--- src/rtl/core/pdcm_pkg.sv ---
// Shared package for the PCM decode and channel mix block.
// Holds sizing constants, encoding and register codes, and the types
// passed between the front, the queue and the back. No dependencies.
`timescale 1ns / 1ps

package pdcm_pkg;

    // Frame store size and derived widths
    localparam int MAX_CHANNELS = 8;
    localparam int OUT_LIMIT    = 8;
    localparam int SLOT_W       = (MAX_CHANNELS > 1) ? $clog2(MAX_CHANNELS) : 1;
    localparam int CNT_W        = 4;               // channel count register width
    localparam int CMP_W        = 8;               // room for slot / index arithmetic
    localparam int SUM_W        = 32 + SLOT_W;     // exact sum of up to MAX samples
    localparam int DIV_W        = SLOT_W + 1;      // divisor holds up to MAX_CHANNELS
    localparam int STEP_W       = $clog2(SUM_W + 1);

    // Queue between front and back
    localparam int QDEPTH  = 4;
    localparam int QPTR_W  = $clog2(QDEPTH);
    localparam int QCNT_W  = $clog2(QDEPTH + 1);

    // Sample encodings
    localparam logic [2:0] ENC_INT16 = 3'd0;
    localparam logic [2:0] ENC_OFS8  = 3'd1;
    localparam logic [2:0] ENC_FLOAT = 3'd2;
    localparam logic [2:0] ENC_INT24 = 3'd3;
    localparam logic [2:0] ENC_INT32 = 3'd4;

    // Configuration register indexes
    localparam int         CFG_IDX_W  = 2;
    localparam int         CFG_DATA_W = 4;
    localparam logic [1:0] CFG_ENC    = 2'd0;
    localparam logic [1:0] CFG_SRC    = 2'd1;
    localparam logic [1:0] CFG_TGT    = 2'd2;

    typedef struct packed {
        logic [2:0]       enc;
        logic [CNT_W-1:0] src;
        logic [CNT_W-1:0] tgt;
    } t_cfg;

    typedef struct packed {
        logic [31:0]       sample;
        logic [SLOT_W-1:0] slot;
        logic              last;
    } t_qent;

    typedef enum logic [2:0] {
        ST_IDLE,
        ST_SETUP,
        ST_ACC,
        ST_ABS,
        ST_DIV,
        ST_FIN,
        ST_OUT
    } t_bstate;

endpackage

--- src/rtl/core/pdcm_front.sv ---
// Front end: accepts raw samples, checks the configuration, decodes to
// Q1.31 and tags each sample with its frame slot. Depends on pdcm_pkg.
`timescale 1ns / 1ps

module pdcm_front (
    input  logic                 i_clk,
    input  logic                 i_rst_n,
    input  logic                 i_push,
    input  logic [31:0]          i_sample_word,
    input  pdcm_pkg::t_cfg       i_cfg,
    input  logic                 i_q_full,
    output logic                 o_full,
    output logic                 o_q_push,
    output pdcm_pkg::t_qent      o_q_data
);

    // IEEE single to Q1.31, truncating, saturating, NaN to zero
    function automatic logic [31:0] decode_float(input logic [31:0] w);
        logic [7:0]  e;
        logic [22:0] f;
        logic [23:0] mant;
        logic [7:0]  e_eff;
        logic [31:0] mag;
        logic [31:0] sat;
        logic [31:0] res;
        e     = w[30:23];
        f     = w[22:0];
        sat   = w[31] ? 32'h8000_0000 : 32'h7FFF_FFFF;
        mant  = (e != 8'd0) ? {1'b1, f} : {1'b0, f};
        e_eff = (e != 8'd0) ? e : 8'd1;
        if (e_eff >= 8'd119) begin
            mag = {8'd0, mant} << (e_eff - 8'd119);
        end else begin
            mag = {8'd0, mant} >> (8'd119 - e_eff);
        end
        if (e == 8'hFF && f != 23'd0) begin
            res = 32'd0;
        end else if (e == 8'hFF || e_eff >= 8'd127) begin
            res = sat;
        end else begin
            res = w[31] ? (32'd0 - mag) : mag;
        end
        return res;
    endfunction

    function automatic logic [31:0] decode_sample(input logic [31:0] w,
                                                  input logic [2:0]  enc);
        logic [31:0] res;
        unique case (enc)
            pdcm_pkg::ENC_INT16: res = {w[15:0], 16'd0};
            pdcm_pkg::ENC_OFS8:  res = {~w[7], w[6:0], 24'd0};
            pdcm_pkg::ENC_FLOAT: res = decode_float(w);
            pdcm_pkg::ENC_INT24: res = {w[23:0], 8'd0};
            default:             res = w;
        endcase
        return res;
    endfunction

    logic [pdcm_pkg::SLOT_W-1:0] r_slot;
    logic [pdcm_pkg::SLOT_W-1:0] n_slot;
    logic [pdcm_pkg::SLOT_W-1:0] cur_slot;
    logic                        cfg_ok;
    logic                        accept;
    logic                        last;

    // Configuration check: bad encodings or counts drop the transaction
    assign cfg_ok = (i_cfg.enc <= pdcm_pkg::ENC_INT32)
        && (i_cfg.src != '0)
        && ({4'd0, i_cfg.src} <= pdcm_pkg::CMP_W'(pdcm_pkg::MAX_CHANNELS))
        && (i_cfg.tgt != '0)
        && ({4'd0, i_cfg.tgt} <= pdcm_pkg::CMP_W'(pdcm_pkg::OUT_LIMIT))
        && ({4'd0, i_cfg.tgt} <= pdcm_pkg::CMP_W'(pdcm_pkg::MAX_CHANNELS));

    assign o_full   = i_q_full;
    assign accept   = i_push && !i_q_full;
    assign o_q_push = accept && cfg_ok;

    // Slot tracking; a lowered source count closes the frame at once
    always_comb begin
        if (pdcm_pkg::CMP_W'(r_slot) >= pdcm_pkg::CMP_W'(pdcm_pkg::MAX_CHANNELS)) begin
            cur_slot = '0;
        end else begin
            cur_slot = r_slot;
        end
        last   = (pdcm_pkg::CMP_W'(cur_slot) + pdcm_pkg::CMP_W'(1))
                 >= pdcm_pkg::CMP_W'(i_cfg.src);
        n_slot = last ? '0 : cur_slot + pdcm_pkg::SLOT_W'(1);
    end

    assign o_q_data.sample = decode_sample(i_sample_word, i_cfg.enc);
    assign o_q_data.slot   = cur_slot;
    assign o_q_data.last   = last;

    always_ff @(posedge i_clk) begin
        if (!i_rst_n) begin
            r_slot <= '0;
        end else if (o_q_push) begin
            r_slot <= n_slot;
        end
    end

endmodule

--- src/rtl/core/pdcm_queue.sv ---
// Short queue of decoded, slot-tagged samples between front and back.
// Depends on pdcm_pkg.
`timescale 1ns / 1ps

module pdcm_queue (
    input  logic             i_clk,
    input  logic             i_rst_n,
    input  logic             i_push,
    input  pdcm_pkg::t_qent  i_data,
    output logic             o_full,
    input  logic             i_pop,
    output logic             o_empty,
    output pdcm_pkg::t_qent  o_data
);

    pdcm_pkg::t_qent                r_mem [pdcm_pkg::QDEPTH];
    logic [pdcm_pkg::QPTR_W-1:0]    r_wr;
    logic [pdcm_pkg::QPTR_W-1:0]    r_rd;
    logic [pdcm_pkg::QCNT_W-1:0]    r_cnt;
    logic                           do_push;
    logic                           do_pop;

    assign o_full  = (r_cnt == pdcm_pkg::QCNT_W'(pdcm_pkg::QDEPTH));
    assign o_empty = (r_cnt == '0);
    assign o_data  = r_mem[r_rd];
    assign do_push = i_push && !o_full;
    assign do_pop  = i_pop && !o_empty;

    // Storage
    always_ff @(posedge i_clk) begin
        if (do_push) begin
            r_mem[r_wr] <= i_data;
        end
    end

    // Pointers and fill count
    always_ff @(posedge i_clk) begin
        if (!i_rst_n) begin
            r_wr  <= '0;
            r_rd  <= '0;
            r_cnt <= '0;
        end else begin
            if (do_push) begin
                r_wr <= r_wr + pdcm_pkg::QPTR_W'(1);
            end
            if (do_pop) begin
                r_rd <= r_rd + pdcm_pkg::QPTR_W'(1);
            end
            if (do_push && !do_pop) begin
                r_cnt <= r_cnt + pdcm_pkg::QCNT_W'(1);
            end else if (do_pop && !do_push) begin
                r_cnt <= r_cnt - pdcm_pkg::QCNT_W'(1);
            end
        end
    end

endmodule

--- src/rtl/core/pdcm_back.sv ---
// Back end: fills the frame store, then emits the target channels by copy
// or by averaging with a bit-serial divider. Depends on pdcm_pkg.
`timescale 1ns / 1ps

module pdcm_back (
    input  logic                  i_clk,
    input  logic                  i_rst_n,
    input  pdcm_pkg::t_cfg        i_cfg,
    input  logic                  i_q_empty,
    input  pdcm_pkg::t_qent       i_q_data,
    output logic                  o_q_pop,
    input  logic                  i_pop,
    output logic                  o_empty,
    output logic signed [31:0]    o_out_sample,
    output logic [2:0]            o_out_channel,
    output logic                  o_frame_last
);

    localparam int SW = pdcm_pkg::SLOT_W;
    localparam int CW = pdcm_pkg::CMP_W;
    localparam int MW = pdcm_pkg::SUM_W;
    localparam int DW = pdcm_pkg::DIV_W;
    localparam int PW = pdcm_pkg::STEP_W;

    pdcm_pkg::t_bstate               r_state, n_state;
    logic [pdcm_pkg::CNT_W-1:0]      r_chan, n_chan;
    logic [SW-1:0]                   r_src, n_src;
    logic [CW-1:0]                   r_idx, n_idx;
    logic [MW-1:0]                   r_sum, n_sum;
    logic [DW-1:0]                   r_cnt, n_cnt;
    logic [MW-1:0]                   r_quo, n_quo;
    logic [DW-1:0]                   r_rem, n_rem;
    logic [PW-1:0]                   r_step, n_step;
    logic                            r_neg, n_neg;
    logic [31:0]                     r_res, n_res;
    logic                            r_ov, n_ov;
    logic [31:0]                     r_osample, n_osample;
    logic [2:0]                      r_ochan, n_ochan;
    logic                            r_olast, n_olast;

    logic [31:0]                     r_store [pdcm_pkg::MAX_CHANNELS];
    logic                            st_we;
    logic [SW-1:0]                   rd_addr;
    logic [31:0]                     rd_data;
    logic                            copy_mode;
    logic                            chan_last;
    logic [DW:0]                     trial;
    logic                            trial_ge;

    assign copy_mode = (i_cfg.src <= i_cfg.tgt);
    assign chan_last = (CW'(r_chan) + CW'(1)) == CW'(i_cfg.tgt);
    assign rd_addr   = copy_mode ? r_src : r_idx[SW-1:0];
    assign rd_data   = r_store[rd_addr];

    // One restoring division step
    assign trial    = {r_rem, r_quo[MW-1]};
    assign trial_ge = trial >= {1'b0, r_cnt};

    // Next state and datapath control
    always_comb begin
        n_state   = r_state;
        n_chan    = r_chan;
        n_src     = r_src;
        n_idx     = r_idx;
        n_sum     = r_sum;
        n_cnt     = r_cnt;
        n_quo     = r_quo;
        n_rem     = r_rem;
        n_step    = r_step;
        n_neg     = r_neg;
        n_res     = r_res;
        n_ov      = r_ov && !i_pop;
        n_osample = r_osample;
        n_ochan   = r_ochan;
        n_olast   = r_olast;
        o_q_pop   = 1'b0;
        st_we     = 1'b0;
        unique case (r_state)
            pdcm_pkg::ST_IDLE: begin
                if (!i_q_empty) begin
                    o_q_pop = 1'b1;
                    st_we   = 1'b1;
                    if (i_q_data.last) begin
                        n_chan  = '0;
                        n_src   = '0;
                        n_state = pdcm_pkg::ST_SETUP;
                    end
                end
            end
            pdcm_pkg::ST_SETUP: begin
                if (copy_mode) begin
                    n_res   = rd_data;
                    n_state = pdcm_pkg::ST_OUT;
                end else begin
                    n_idx   = CW'(r_chan);
                    n_sum   = '0;
                    n_cnt   = '0;
                    n_state = pdcm_pkg::ST_ACC;
                end
            end
            pdcm_pkg::ST_ACC: begin
                n_sum = r_sum + {{(MW-32){rd_data[31]}}, rd_data};
                n_cnt = r_cnt + DW'(1);
                n_idx = r_idx + CW'(i_cfg.tgt);
                if (n_idx >= CW'(i_cfg.src)) begin
                    n_state = pdcm_pkg::ST_ABS;
                end
            end
            pdcm_pkg::ST_ABS: begin
                n_neg   = r_sum[MW-1];
                n_quo   = r_sum[MW-1] ? (MW'(0) - r_sum) : r_sum;
                n_rem   = '0;
                n_step  = '0;
                n_state = pdcm_pkg::ST_DIV;
            end
            pdcm_pkg::ST_DIV: begin
                n_rem  = trial_ge ? DW'(trial - {1'b0, r_cnt}) : trial[DW-1:0];
                n_quo  = {r_quo[MW-2:0], trial_ge};
                n_step = r_step + PW'(1);
                if (r_step == PW'(MW - 1)) begin
                    n_state = pdcm_pkg::ST_FIN;
                end
            end
            pdcm_pkg::ST_FIN: begin
                n_res   = r_neg ? (32'd0 - r_quo[31:0]) : r_quo[31:0];
                n_state = pdcm_pkg::ST_OUT;
            end
            pdcm_pkg::ST_OUT: begin
                if (!r_ov || i_pop) begin
                    n_ov      = 1'b1;
                    n_osample = r_res;
                    n_ochan   = r_chan[2:0];
                    n_olast   = chan_last;
                    n_chan    = r_chan + pdcm_pkg::CNT_W'(1);
                    if ((CW'(r_src) + CW'(1)) >= CW'(i_cfg.src)) begin
                        n_src = '0;
                    end else begin
                        n_src = r_src + SW'(1);
                    end
                    n_state = chan_last ? pdcm_pkg::ST_IDLE : pdcm_pkg::ST_SETUP;
                end
            end
            default: n_state = pdcm_pkg::ST_IDLE;
        endcase
    end

    // Frame store
    always_ff @(posedge i_clk) begin
        if (st_we) begin
            r_store[i_q_data.slot] <= i_q_data.sample;
        end
    end

    // Control registers
    always_ff @(posedge i_clk) begin
        if (!i_rst_n) begin
            r_state <= pdcm_pkg::ST_IDLE;
            r_ov    <= 1'b0;
        end else begin
            r_state <= n_state;
            r_ov    <= n_ov;
        end
    end

    // Datapath registers
    always_ff @(posedge i_clk) begin
        r_chan    <= n_chan;
        r_src     <= n_src;
        r_idx     <= n_idx;
        r_sum     <= n_sum;
        r_cnt     <= n_cnt;
        r_quo     <= n_quo;
        r_rem     <= n_rem;
        r_step    <= n_step;
        r_neg     <= n_neg;
        r_res     <= n_res;
        r_osample <= n_osample;
        r_ochan   <= n_ochan;
        r_olast   <= n_olast;
    end

    assign o_empty       = !r_ov;
    assign o_out_sample  = r_osample;
    assign o_out_channel = r_ochan;
    assign o_frame_last  = r_olast;

endmodule

--- src/rtl/core/pcm_decode_channel_mix.sv ---
// Top level of the PCM decode and channel mix block: configuration
// registers, front end, sample queue and back end.
// Depends on pdcm_pkg, pdcm_front, pdcm_queue and pdcm_back.
//
//   channel    handshake                      payload
//   -------    ---------                      -------
//   input      push / full (accept: push&!full) i_sample_word[31:0]
//   result     empty / pop (accept: pop&!empty) o_out_sample, o_out_channel, o_frame_last
//   config     i_cfg_we (no wait)              i_cfg_idx[1:0], i_cfg_data[3:0]
//
// The front takes one sample per cycle into a four-entry queue while it is not full;
// the back drains one queued sample per cycle into the frame store while idle. At
// frame end the back steps per target channel through SETUP and OUT when copying, and
// SETUP, ACC per source, ABS, DIV once per bit of the SUM_W (35) bit sum, FIN and OUT when
// averaging. Reset is synchronous, active low. Either side may stall independently.
`timescale 1ns / 1ps

module pcm_decode_channel_mix (
    input  logic                                 i_clk,
    input  logic                                 i_rst_n,
    input  logic                                 i_cfg_we,
    input  logic [pdcm_pkg::CFG_IDX_W-1:0]       i_cfg_idx,
    input  logic [pdcm_pkg::CFG_DATA_W-1:0]      i_cfg_data,
    input  logic                                 push,
    output logic                                 full,
    input  logic [31:0]                          i_sample_word,
    output logic                                 empty,
    input  logic                                 pop,
    output logic signed [31:0]                   o_out_sample,
    output logic [2:0]                           o_out_channel,
    output logic                                 o_frame_last
);

    pdcm_pkg::t_cfg  r_cfg;
    logic            q_push;
    logic            q_full;
    logic            q_pop;
    logic            q_empty;
    pdcm_pkg::t_qent q_wdata;
    pdcm_pkg::t_qent q_rdata;

    // Configuration registers
    always_ff @(posedge i_clk) begin
        if (!i_rst_n) begin
            r_cfg.enc <= pdcm_pkg::ENC_INT16;
            r_cfg.src <= pdcm_pkg::CNT_W'(1);
            r_cfg.tgt <= pdcm_pkg::CNT_W'(1);
        end else if (i_cfg_we) begin
            if (i_cfg_idx == pdcm_pkg::CFG_ENC) begin
                r_cfg.enc <= i_cfg_data[2:0];
            end else if (i_cfg_idx == pdcm_pkg::CFG_SRC) begin
                r_cfg.src <= i_cfg_data;
            end else if (i_cfg_idx == pdcm_pkg::CFG_TGT) begin
                r_cfg.tgt <= i_cfg_data;
            end
        end
    end

    pdcm_front u_front (
        .i_clk         (i_clk),
        .i_rst_n       (i_rst_n),
        .i_push        (push),
        .i_sample_word (i_sample_word),
        .i_cfg         (r_cfg),
        .i_q_full      (q_full),
        .o_full        (full),
        .o_q_push      (q_push),
        .o_q_data      (q_wdata)
    );

    pdcm_queue u_queue (
        .i_clk   (i_clk),
        .i_rst_n (i_rst_n),
        .i_push  (q_push),
        .i_data  (q_wdata),
        .o_full  (q_full),
        .i_pop   (q_pop),
        .o_empty (q_empty),
        .o_data  (q_rdata)
    );

    pdcm_back u_back (
        .i_clk         (i_clk),
        .i_rst_n       (i_rst_n),
        .i_cfg         (r_cfg),
        .i_q_empty     (q_empty),
        .i_q_data      (q_rdata),
        .o_q_pop       (q_pop),
        .i_pop         (pop),
        .o_empty       (empty),
        .o_out_sample  (o_out_sample),
        .o_out_channel (o_out_channel),
        .o_frame_last  (o_frame_last)
    );

endmodule
--- config.mk ---
export PLATFORM = sky130hd
export DESIGN_NAME = pcm_decode_channel_mix
export DESIGN_NICKNAME = d
export VERILOG_FILES = /design/src/rtl/core/pdcm_pkg.sv /design/src/rtl/core/pdcm_front.sv /design/src/rtl/core/pdcm_queue.sv /design/src/rtl/core/pdcm_back.sv /design/src/rtl/core/pcm_decode_channel_mix.sv
export SDC_FILE = /design/constraint.sdc
export NUM_CORES = 1
export LEC_CHECK = 0
export BUFFER_PORTS_ARGS = -buffer_cell sky130_fd_sc_hd__buf_2
export CAP_MARGIN = 20
export CORE_ASPECT_RATIO = 0.6
export CORE_UTILIZATION = 33
export CTS_CLUSTER_DIAMETER = 100
export CTS_CLUSTER_SIZE = 10
export DETAILED_ROUTE_END_ITERATION = 10
export SLEW_MARGIN = 10
export SYNTH_ARGS = -nofsm -noshare
export SYNTH_HDL_FRONTEND = slang
export SYNTH_HIERARCHICAL = 1
export SYNTH_SLANG_ARGS = --single-unit
--- constraint.sdc ---
create_clock -name i_clk -period 6.4 [get_ports i_clk]
set_clock_uncertainty 0.15 [all_clocks]
set_input_delay 0.32 -clock i_clk [delete_from_list [all_inputs] [get_ports i_clk]]
set_output_delay 0.32 -clock i_clk [all_outputs]
set_load 0.01 [all_outputs]
* After elaboration in Yosys (flattened, before gate mapping)
Memory sizes are Yosys's and may differ from the RTL's. A register that Yosys moved wholly into a read port is not among the register bits.
Index checks and enable logic that the tools add are counted.
** Operators by class
- $add $sub $neg :: 20
- $mul :: 0
- Divide/modulo/power cells :: 0
- $lt $le $gt $ge :: 10
- Equal/unequal tests :: 22
- Shifts and indexed selects :: 2
- Muxes and demuxes :: 54
- Bitwise logic cells :: 3
- Reduce and logical (&&, ||, !) cells :: 42
** Operators by type and width (number)
- $mux 32 :: 8
- $pmux 35 s2 :: 2
- $pmux 32 s4 :: 1
- $mux 35 :: 2
- $pmux 32 s2 :: 1
- $sub 1x32->32 const A :: 2
- $mux 3 :: 14
- $add 35x35->35 :: 1
- $sub 1x35->35 const A :: 1
- $shl 24x8->32 :: 1
- $shr 24x8->32 :: 1
- $ge 8x4->1 :: 3
- $mux 24 :: 1
- $pmux 4 s2 :: 3
- $reduce_bool 23->1 :: 1
- $pmux 3 s7 :: 1
- $mux 4 :: 5
- $ge 8x7->1 const B :: 2
- $mux 8 :: 2
- $pmux 8 s2 :: 1
- $logic_and 1x1->1 :: 13
- $eq 3x2->1 const B :: 4
- $eq 3x3->1 const B :: 4
- $pmux 6 s2 :: 1
- 38 further kinds :: 78
** Word-level totals
- Register bits after elaboration :: 193
- Latch bits :: 0
- Memory bits (writable) :: 400
- Memory bits (read-only) :: 0
- Output and inout port bits :: 38
- Memories kept :: 2
** Memory list
- u_back.r_store :: depth 8, bits a word 32, read ports 1, clocked after memory_dff 0, write ports 1, RTL line pdcm_back.sv:41 : logic [31:0] r_store [pdcm_pkg::MAX_CHANNELS];
- u_queue.r_mem :: depth 4, bits a word 36, read ports 1, clocked after memory_dff 1, write ports 1, RTL line pdcm_queue.sv:16 : pdcm_pkg::t_qent r_mem [pdcm_pkg::QDEPTH];

* Longest topological paths before layout
Gate-level depths: netlist of run 1.
- Depth in word-level cells :: 12
- Gate-level depth with buffers :: 21

* Cells and area by module
The synthesis of run 1 kept the hierarchy.
** By module, submodules not included
- pdcm_back :: instances 1, cells each 1367, area an instance 20066.7 sq um
- pdcm_front :: instances 1, cells each 1143, area an instance 7319.5 sq um
- pdcm_queue :: instances 1, cells each 236, area an instance 5731.7 sq um
- pcm_decode_channel_mix :: instances 1, cells each 43, area an instance 436.7 sq um

* Worst setup path before layout of run 1
Ideal clock, no wire load.
- Path kind :: register to register
- Start :: register r_cfg[1] (netlist name)
- End :: register u_back.r_sum[34], data pin
- Arrival :: 5.233 ns
- Data required time :: 5.995 ns
- Slack :: 0.763 ns
- Stages on the path, launching flop included :: 20
- Buffers on the path :: 1
- Cells stage by stage :: dfxtp_1 -> inv_1 -> ha_1 -> nand2b_1 -> a21oi_1 -> o21ai_1 -> mux2i_1 -> buf_2 -> mux4_2 -> mux2_2 -> fa_1 -> a21oi_1 -> o211ai_1 -> o21ai_0 -> o21ai_0 -> a211oi_1 -> o31ai_1 -> a21oi_1 -> xnor2_1 -> and2_1
** On the way
- Word-level cells in the longest chain between the ends :: 5
** RTL lines
- from (decl) :: RTL line pcm_decode_channel_mix.sv:34 : pdcm_pkg::t_cfg r_cfg;
- $le 4x4->1 :: RTL line pdcm_back.sv:50 : assign copy_mode = (i_cfg.src <= i_cfg.tgt);
- $mux 3 :: RTL line pdcm_back.sv:52 : assign rd_addr = copy_mode ? r_src : r_idx[SW-1:0];
- $mem_v2 8x32
- $add 35x35->35 :: RTL line pdcm_back.sv:102 : n_sum = r_sum + {{(MW-32){rd_data[31]}}, rd_data};
- $pmux 35 s2 :: RTL line pdcm_back.sv:78 : unique case (r_state)
- to (signal assigned) :: RTL line pdcm_back.sv:170 : r_sum <= n_sum;
- to (decl) :: RTL line pdcm_back.sv:29 : logic [MW-1:0] r_sum, n_sum;
No other way between the ends.
A chain may end at the register's enable or synchronous reset.

* Worst setup path in the final report of run 1
- Start :: register r_cfg[2] (netlist name)
- End :: register u_back.r_sum[31], data pin
Same word-level chain as after synthesis.

==> flow_metrics.env, run 1 <==
export IMPL_required_ns=6.71
export IMPL_synth_net_count=2911
export IMPL_post_route_min_period_ns=6.09
export IMPL_worstHoldPathType="primary input to flop"
export IMPL_nets=2992
export IMPL_cts_buffer_depth=3
export IMPL_dp_hpwl_mm=74.7
export IMPL_layout_commonest_cell="edfxtp_1"
export IMPL_drc_errors=0
export IMPL_wl_mm=107
export IMPL_io_pins=81
export IMPL_cts_made_buffers=69
export IMPL_groute_usage_overall=0.202
export IMPL_ant_nets=0
export IMPL_drive_gt1_frac=0.182
export IMPL_total_leakage_power_nw=12.8
export IMPL_fin_cells=4228
export IMPL_cts_root_buf="clkbuf_16"
export IMPL_synth_top_area_share=0.508
export IMPL_path_class="flop to flop"
export IMPL_dp_cells=4122
export IMPL_cts_htree_levels=3
export IMPL_synth_distinct_cells=109
export IMPL_die_area_um2=103000
export IMPL_power_frac_comb=0.390
export IMPL_worstMarginPinSlew_ns=1.15
export IMPL_finalHoldViolCount=0
export IMPL_synthFlopType="edfxtp_1"
export IMPL_p_sw_frac=0.362
export IMPL_seqPwrFrac=0.380
export IMPL_clock_power_share=0.230
export IMPL_clk_pin_slew_ns=0.06
export IMPL_cp_max_fo=26
export IMPL_cts_tree="yes"
export IMPL_drt_vias_per_instance=5.92
export IMPL_p_int_mw=9.81
export IMPL_ys_warn_count=6
export IMPL_p_per_area_nw_per_um2=406
export IMPL_status="completed"
export IMPL_start_util=0.333
export IMPL_critPathCaptureType="flop"
export IMPL_wl_per_cell_um=25.3
export IMPL_grt_pass1_wl_mm=156
export IMPL_crit_path_start_kind="flop"
export IMPL_ys_seq_area_frac=0.524
export IMPL_place_congestion=1.05
export IMPL_rsz0062_at_grt="no"
export IMPL_ir_worst_vdd_uv=251
export IMPL_netlist_area_um2=33600
export IMPL_finalPower_mw=15.4
export IMPL_max_cap_viol_count=0
export IMPL_synth_edf_count=568
export IMPL_n_fill_cell=9632
export IMPL_layout_common_cells="568 x edfxtp_1, 236 x nand2_1, 167 x nor2_1"
export IMPL_drtIter0Drc=3666
export IMPL_cp_arrival_ns=6.40
export IMPL_cts_sinks=595
export IMPL_p_switching_mw=5.56
export IMPL_grt_ovfl_total=0
export IMPL_rows=90
export IMPL_ys_top_cells_by_area="edfxtp_1 51%, mux4_2 6.5%, ha_1 2.8%"
export IMPL_design_area_um2=37800
export IMPL_coreArea_um2=101000
export IMPL_slew_viol_final=0
export IMPL_maxSlewHeadroom=0.231
export IMPL_setup_viol=0
export IMPL_postSynthCellCount=2789
export IMPL_die_w_um=414
export IMPL_firstDrtPassIters=7
export IMPL_yosysTopAreaCell="edfxtp_1"
export IMPL_max_freq_mhz=164
export IMPL_synth_async_reset_ratio=0
export IMPL_place_area_um2=35700
export IMPL_finalCritPeriodShare=0.951
export IMPL_portBuffers=80
export IMPL_grt_pass1_vias=22900
export IMPL_fin_setup_tns_ns=0
export IMPL_antenna_found_initial=3
export IMPL_avgSynthCellArea_um2=12.0
export IMPL_ys_ff_latch=595
export IMPL_vias=25000
export IMPL_worstSkewPairLatency_ns=0.62
export IMPL_grt_start_max_net_pins=68
export IMPL_syn2layout_area_growth_pct=12.7
export IMPL_die_h_um=249
-- cells by family after synthesis --
kind of cell,count (synthesis),share of synthesized area
AND/OR/NAND/NOR,821,0.126
AO/OA/AOI/OAI,659,0.135
flip-flops,595,0.524
buffers and inverters,263,0.0371
multiplexers,237,0.112
XOR/XNOR,135,0.0352
adder cells (fa/ha/maj),79,0.0304
-- final timing paths --
path	startpoint	end	slack, ns	cells after the start
worst max-delay path	r_cfg[2]	u_back/r_sum[31]	0.31	21
worst min-delay path	i_cfg_we	r_cfg[3]	0.07	3
worst max register to register	r_cfg[2]	u_back/r_sum[31]	0.31	21
worst min register to register	u_back/r_res[28]	u_back/o_out_sample[28]	0.27	0
-- layout make-up --
type                       count  area, um^2  share of cell area
sequential                   595       17600               0.465
multi-input combinational   1931       14900               0.393
clock buffer                  85        1790              0.0472
tap                         1334        1670              0.0441
timing repair buffer         205        1450              0.0383
inverter                      68         255             0.00675
clock inverter                 8         198             0.00523
antenna                        2        5.00            0.000132
-- power by group through the flow --
stage	Sequential, mW	Combinational, mW	Clock, mW
final	5.84	5.99	3.54
after global routing	5.91	6.51	3.77
after CTS	5.83	5.92	3.62
after detailed placement	5.90	5.87	0
after global placement	5.89	5.87	0
after floorplan	5.75	4.20	0
-- stage by stage --
step	hold WS [ns]	worst slack, ns	utilization
floorplan	0.250	0.763	-
global placement	0.254	0.127	0.355
detailed placement	0.255	0.0697	0.355
CTS	0.0437	0.0512	0.375
global route	0.0715	0.00510	0.376
finish	0.0673	0.312	0.376
-- registers in the layout, indices dropped and copies added (netlist names), 4 cells and up, named ones only --
register             count
u_back/r_quo            35
u_back/r_store         256
u_back/r_idx             8
u_back/r_res            32
u_back/r_cnt             4
u_back/r_chan            4
u_back/r_rem             4
u_back/r_sum            35
u_back/r_step            6
r_cfg                   11
u_queue/r_mem          144
u_back/o_out_sample     32
-- worst max-delay path, stage by stage (launching register included) --
cell and delay [ns]:
dfxtp_1 0.37, inv_1 0.10, ha_1 0.33, o21ai_0 0.19, a21oi_1 0.13, o21ai_2 0.15
buf_4 0.16, mux2i_4 0.25, buf_12 0.18, buf_12 0.24, mux4_2 0.54, mux2_2 0.29
ha_1 0.37, a21oi_1 0.18, o21ai_0 0.15, a221oi_1 0.56, a31oi_1 0.24, a21oi_1 0.41
o221ai_1 0.24, a21oi_1 0.32, o31a_1 0.18, mux2i_1 0.18
-- metal layers --
layer	track usage	wire (um)
met4	0.0383	2030
met5	0	34
met3	0.0824	14000
met2	0.246	38900
met1	0.324	51900
-- repair_timing --
action | in CTS | in global routing
buffers inserted | 0 | 1
resized for setup | 0 | 4
endpoints found under the hold margin | 12 | 0
hold buffers | 9 | 0
endpoints found under the setup margin | 0 | 12
-- cell usage after synthesis (13+ instances only) --
| cell | count |
|---|---|
| nor3b_1 | 13 |
| a22oi_1 | 19 |
| nor3_1 | 50 |
| and3_1 | 34 |
| a211oi_1 | 22 |
| nor2b_1 | 32 |
| a21o_1 | 25 |
| a21oi_1 | 128 |
| nand3_1 | 54 |
| inv_1 | 66 |
| o22ai_1 | 16 |
| o21ai_0 | 158 |
| mux2_2 | 69 |
| nor2_1 | 174 |
| mux4_2 | 97 |
| o41ai_1 | 14 |
| or2_2 | 13 |
| a221oi_1 | 20 |
| nor4_1 | 19 |
| edfxtp_1 | 568 |
| nand2_1 | 236 |
| dfxtp_1 | 27 |
| or3_1 | 22 |
| buf_2 | 35 |
| ha_1 | 75 |
| and2_1 | 29 |
| xnor2_1 | 73 |
| mux2i_1 | 61 |
| xor2_1 | 62 |
| o31ai_1 | 39 |
| buf_4 | 17 |
| buf_6 | 13 |
| a31oi_1 | 23 |
| or4_1 | 15 |
| clkbuf_1 | 118 |
| o211ai_1 | 17 |
| nand2b_1 | 52 |
| nand4_1 | 27 |
No activity file was read; power rests on OpenSTA's default activity.
==> run 2, diff against run 1 <==
--- a/config.mk
+++ b/config.mk
@@ -5,6 +5,7 @@
 export SDC_FILE = /design/constraint.sdc
 export NUM_CORES = 1
 export LEC_CHECK = 0
+export ABC_AREA = 1
 export BUFFER_PORTS_ARGS = -buffer_cell sky130_fd_sc_hd__buf_2
 export CAP_MARGIN = 20
 export CORE_ASPECT_RATIO = 0.6
==> flow_metrics.env, run 2 <==
export IMPL_status="completed"
export IMPL_cts_tree="yes"
export IMPL_max_freq_mhz=194
export IMPL_path_class="flop to flop"
export IMPL_p_switching_mw=7.42
export IMPL_critPathCaptureType="flop"
export IMPL_synth_distinct_cells=63
export IMPL_ys_warn_count=6
export IMPL_synth_net_count=3913
export IMPL_worstHoldPathType="primary input to flop"
export IMPL_cts_root_buf="clkbuf_16"
export IMPL_antenna_found_initial=1
export IMPL_crit_slowest_cell="fa_1"
export IMPL_cts_setup_buffers=0
export IMPL_synth_top_area_share=0.516
export IMPL_syn2layout_area_growth_pct=11.7
export IMPL_ys_top_cells_by_area="edfxtp_1 52%, nand2_1 12%, nand3_1 7.7%"
export IMPL_grt_pass1_wl_mm=154
export IMPL_hp_start="i_sample_word[22]"
export IMPL_post_route_min_period_ns=5.15
export IMPL_slew_viol_final=0
export IMPL_die_w_um=411
export IMPL_fin_setup_tns_ns=0
export IMPL_groute_usage_overall=0.198
export IMPL_worstSkewPairLatency_ns=0.62
export IMPL_drt_vias_per_instance=5.36
export IMPL_r2r_setup_slack_ns=1.25
export IMPL_n_fill_cell=9893
export IMPL_vias=27800
export IMPL_crit_reg2reg_capture="u_back/r_sum[24]"
export IMPL_finalHoldViolCount=0
export IMPL_setup_viol=0
export IMPL_timing_final_ws_setup_ns=1.25
export IMPL_cts_resized=0
export IMPL_maxSlewHeadroom=0.297
export IMPL_ys_seq_area_frac=0.532
export IMPL_io_pins=81
export IMPL_largestRegisters="u_back/r_store (256), u_queue/r_mem (144)"
export IMPL_total_leakage_power_nw=14.4
export IMPL_reg2reg_from="r_cfg[1]"
export IMPL_p_sw_frac=0.433
export IMPL_diodes=0
export IMPL_p_int_mw=9.71
export IMPL_hold_end="u_queue/r_mem[0][26]"
export IMPL_rsz0062_at_grt="no"
export IMPL_crit_path_start_kind="flop"
export IMPL_dp_hpwl_mm=72.4
export IMPL_crit_top_cell="nand2_1"
export IMPL_drive_gt1_frac=0.0814
export IMPL_drc_errors=0
export IMPL_dp_cells=5082
export IMPL_fin_cells=5190
export IMPL_cts_buffer_depth=3
export IMPL_avgSynthCellArea_um2=8.73
export IMPL_holdWs_ns=0.0687
export IMPL_start_util=0.335
export IMPL_nets=3977
export IMPL_clk_pin_slew_ns=0.06
export IMPL_ys_ff_latch=595
export IMPL_wl_mm=102
export IMPL_min_path_cells=3
export IMPL_die_area_um2=102000
export IMPL_max_cap_viol_count=0
export IMPL_grt_start_max_net_pins=74
export IMPL_grt_ovfl_total=0
export IMPL_cp_slowest_stage_delay_ns=0.50
export IMPL_cp_max_fo=49
export IMPL_synthTopCellsByCount="1044 x nand2_1, 568 x edfxtp_1, 510 x nand3_1"
export IMPL_synthFlopType="edfxtp_1"
export IMPL_die_h_um=247
export IMPL_power_frac_comb=0.445
export IMPL_yosysMostFrequentCell="nand2_1"
export IMPL_largest_register="u_back/r_store"
export IMPL_cts_sinks=595
export IMPL_ant_nets=0
export IMPL_reg2reg_depth=29
export IMPL_rows=89
export IMPL_postSynthCellCount=3791
export IMPL_grt_pass1_vias=24600
export IMPL_place_congestion=1.06
export IMPL_clock_power_share=0.202
export IMPL_coreArea_um2=98800
export IMPL_firstDrtPassIters=7
export IMPL_finalCritPeriodShare=0.805
export IMPL_cp_arrival_ns=5.37
export IMPL_p_per_area_nw_per_um2=464
export IMPL_netlist_area_um2=33100
export IMPL_cts_htree_levels=3
export IMPL_wl_per_cell_um=19.7
export IMPL_yosysTopAreaCell="edfxtp_1"
export IMPL_cts_hold_buf=20
export IMPL_cts_made_buffers=69
export IMPL_drtIter0Drc=3740
export IMPL_dp_slack_ns=1.37
export IMPL_finalPower_mw=17.1
export IMPL_ir_worst_vdd_uv=266
export IMPL_largest_register_ffs=256
export IMPL_portBuffers=80
export IMPL_layout_common_cells="1044 x nand2_1, 568 x edfxtp_1, 510 x nand3_1"
export IMPL_layout_commonest_cell="nand2_1"
export IMPL_synth_edf_count=568
export IMPL_required_ns=6.62
export IMPL_seqPwrFrac=0.352
export IMPL_synth_async_reset_ratio=0
export IMPL_worstMarginPinSlew_ns=1.05
[run 2: cell count changes after synthesis, sizes merged, moves of 34 or more]
cell / before / now
o21ai: 168 / 288
buf: 74 / 111
xnor2: 73 / 12
nand3: 54 / 517
nand2b: 52 / 1
mux2i: 61 / 0
mux4: 103 / 0
clkbuf: 121 / 57
o31ai: 40 / 6
nor2: 174 / 375
mux2: 73 / 0
inv: 67 / 255
nand2: 237 / 1065
[run 2: layout make-up]
| class | instances | area (um^2) | area share |
|---|---|---|---|
| clock buffers | 79 | 1760 | 0.0478 |
| clock inverters | 8 | 106 | 0.00288 |
| inverters | 264 | 997 | 0.0270 |
| multi-input cells | 2764 | 13700 | 0.371 |
| flip-flops and latches | 595 | 17600 | 0.476 |
| well taps | 1319 | 1650 | 0.0447 |
| repair buffers | 161 | 1120 | 0.0304 |
[run 2: per-layer routing]
layer / wire length (um) / track usage / share of wire / vias to the layer above
met4: 1640 / 0.0399 / 0.016 / 0
met1: 50800 / 0.325 / 0.50 / 13200
met3: 12000 / 0.0516 / 0.12 / 109
met5: 0 / 0 / 0 / -
met2: 38000 / 0.249 / 0.37 / 1386
li1: - / - / - / 13200
[run 2: cells by family (layout without fill, tap and decap cells)]
family	Yosys count	in the layout	synth area share
simple gates	2077	2077	0.271
flops	595	595	0.532
compound gates	537	537	0.0893
buf+inv	432	512	0.0584
fa+ha+maj	79	79	0.0308
xor+xnor	71	71	0.0190
[run 2: per-stage QoR]
stage | utilization | cell area, um^2
3_5_place_dp | 0.353 | 34800
4_1_cts | 0.374 | 36900
2_1_floorplan | - | 33100
6_report | 0.374 | 36900
5_1_grt | 0.374 | 36900
3_3_place_gp | 0.353 | 34800
[run 2: worst max-delay path: cells and delay by family (launching register included)]
family,cells,cell delay (ns)
adder cells (fa/ha/maj),3,1.08
buffers and inverters,3,0.56
AO/OA/AOI/OAI,3,0.60
flip-flops,1,0.47
AND/OR/NAND/NOR,20,2.06
[run 2: power by group through the flow]
stage	Sequential, mW	Clock [mW]	Combinational (mW)
2_1_floorplan	6.00	0	5.11
6_report	6.03	3.47	7.63
5_1_grt	6.10	3.69	8.44
3_3_place_gp	6.09	0	7.38
3_5_place_dp	6.09	0	7.44
4_1_cts	6.02	3.56	7.49
[run 2: worst max-delay path by stage]
stage,from,end,slack (ns),cells after the start
CTS,r_cfg[1],u_back/r_sum[24],1.34,29
detailed placement,r_cfg[1],u_back/r_sum[29],1.37,23
floorplan,r_cfg[1],u_back/r_cnt[0],1.03,8
finish,r_cfg[1],u_back/r_sum[24],1.25,29
global route,r_cfg[1],u_back/r_sum[24],0.92,29
global placement,r_cfg[1],u_back/r_sum[29],1.41,23
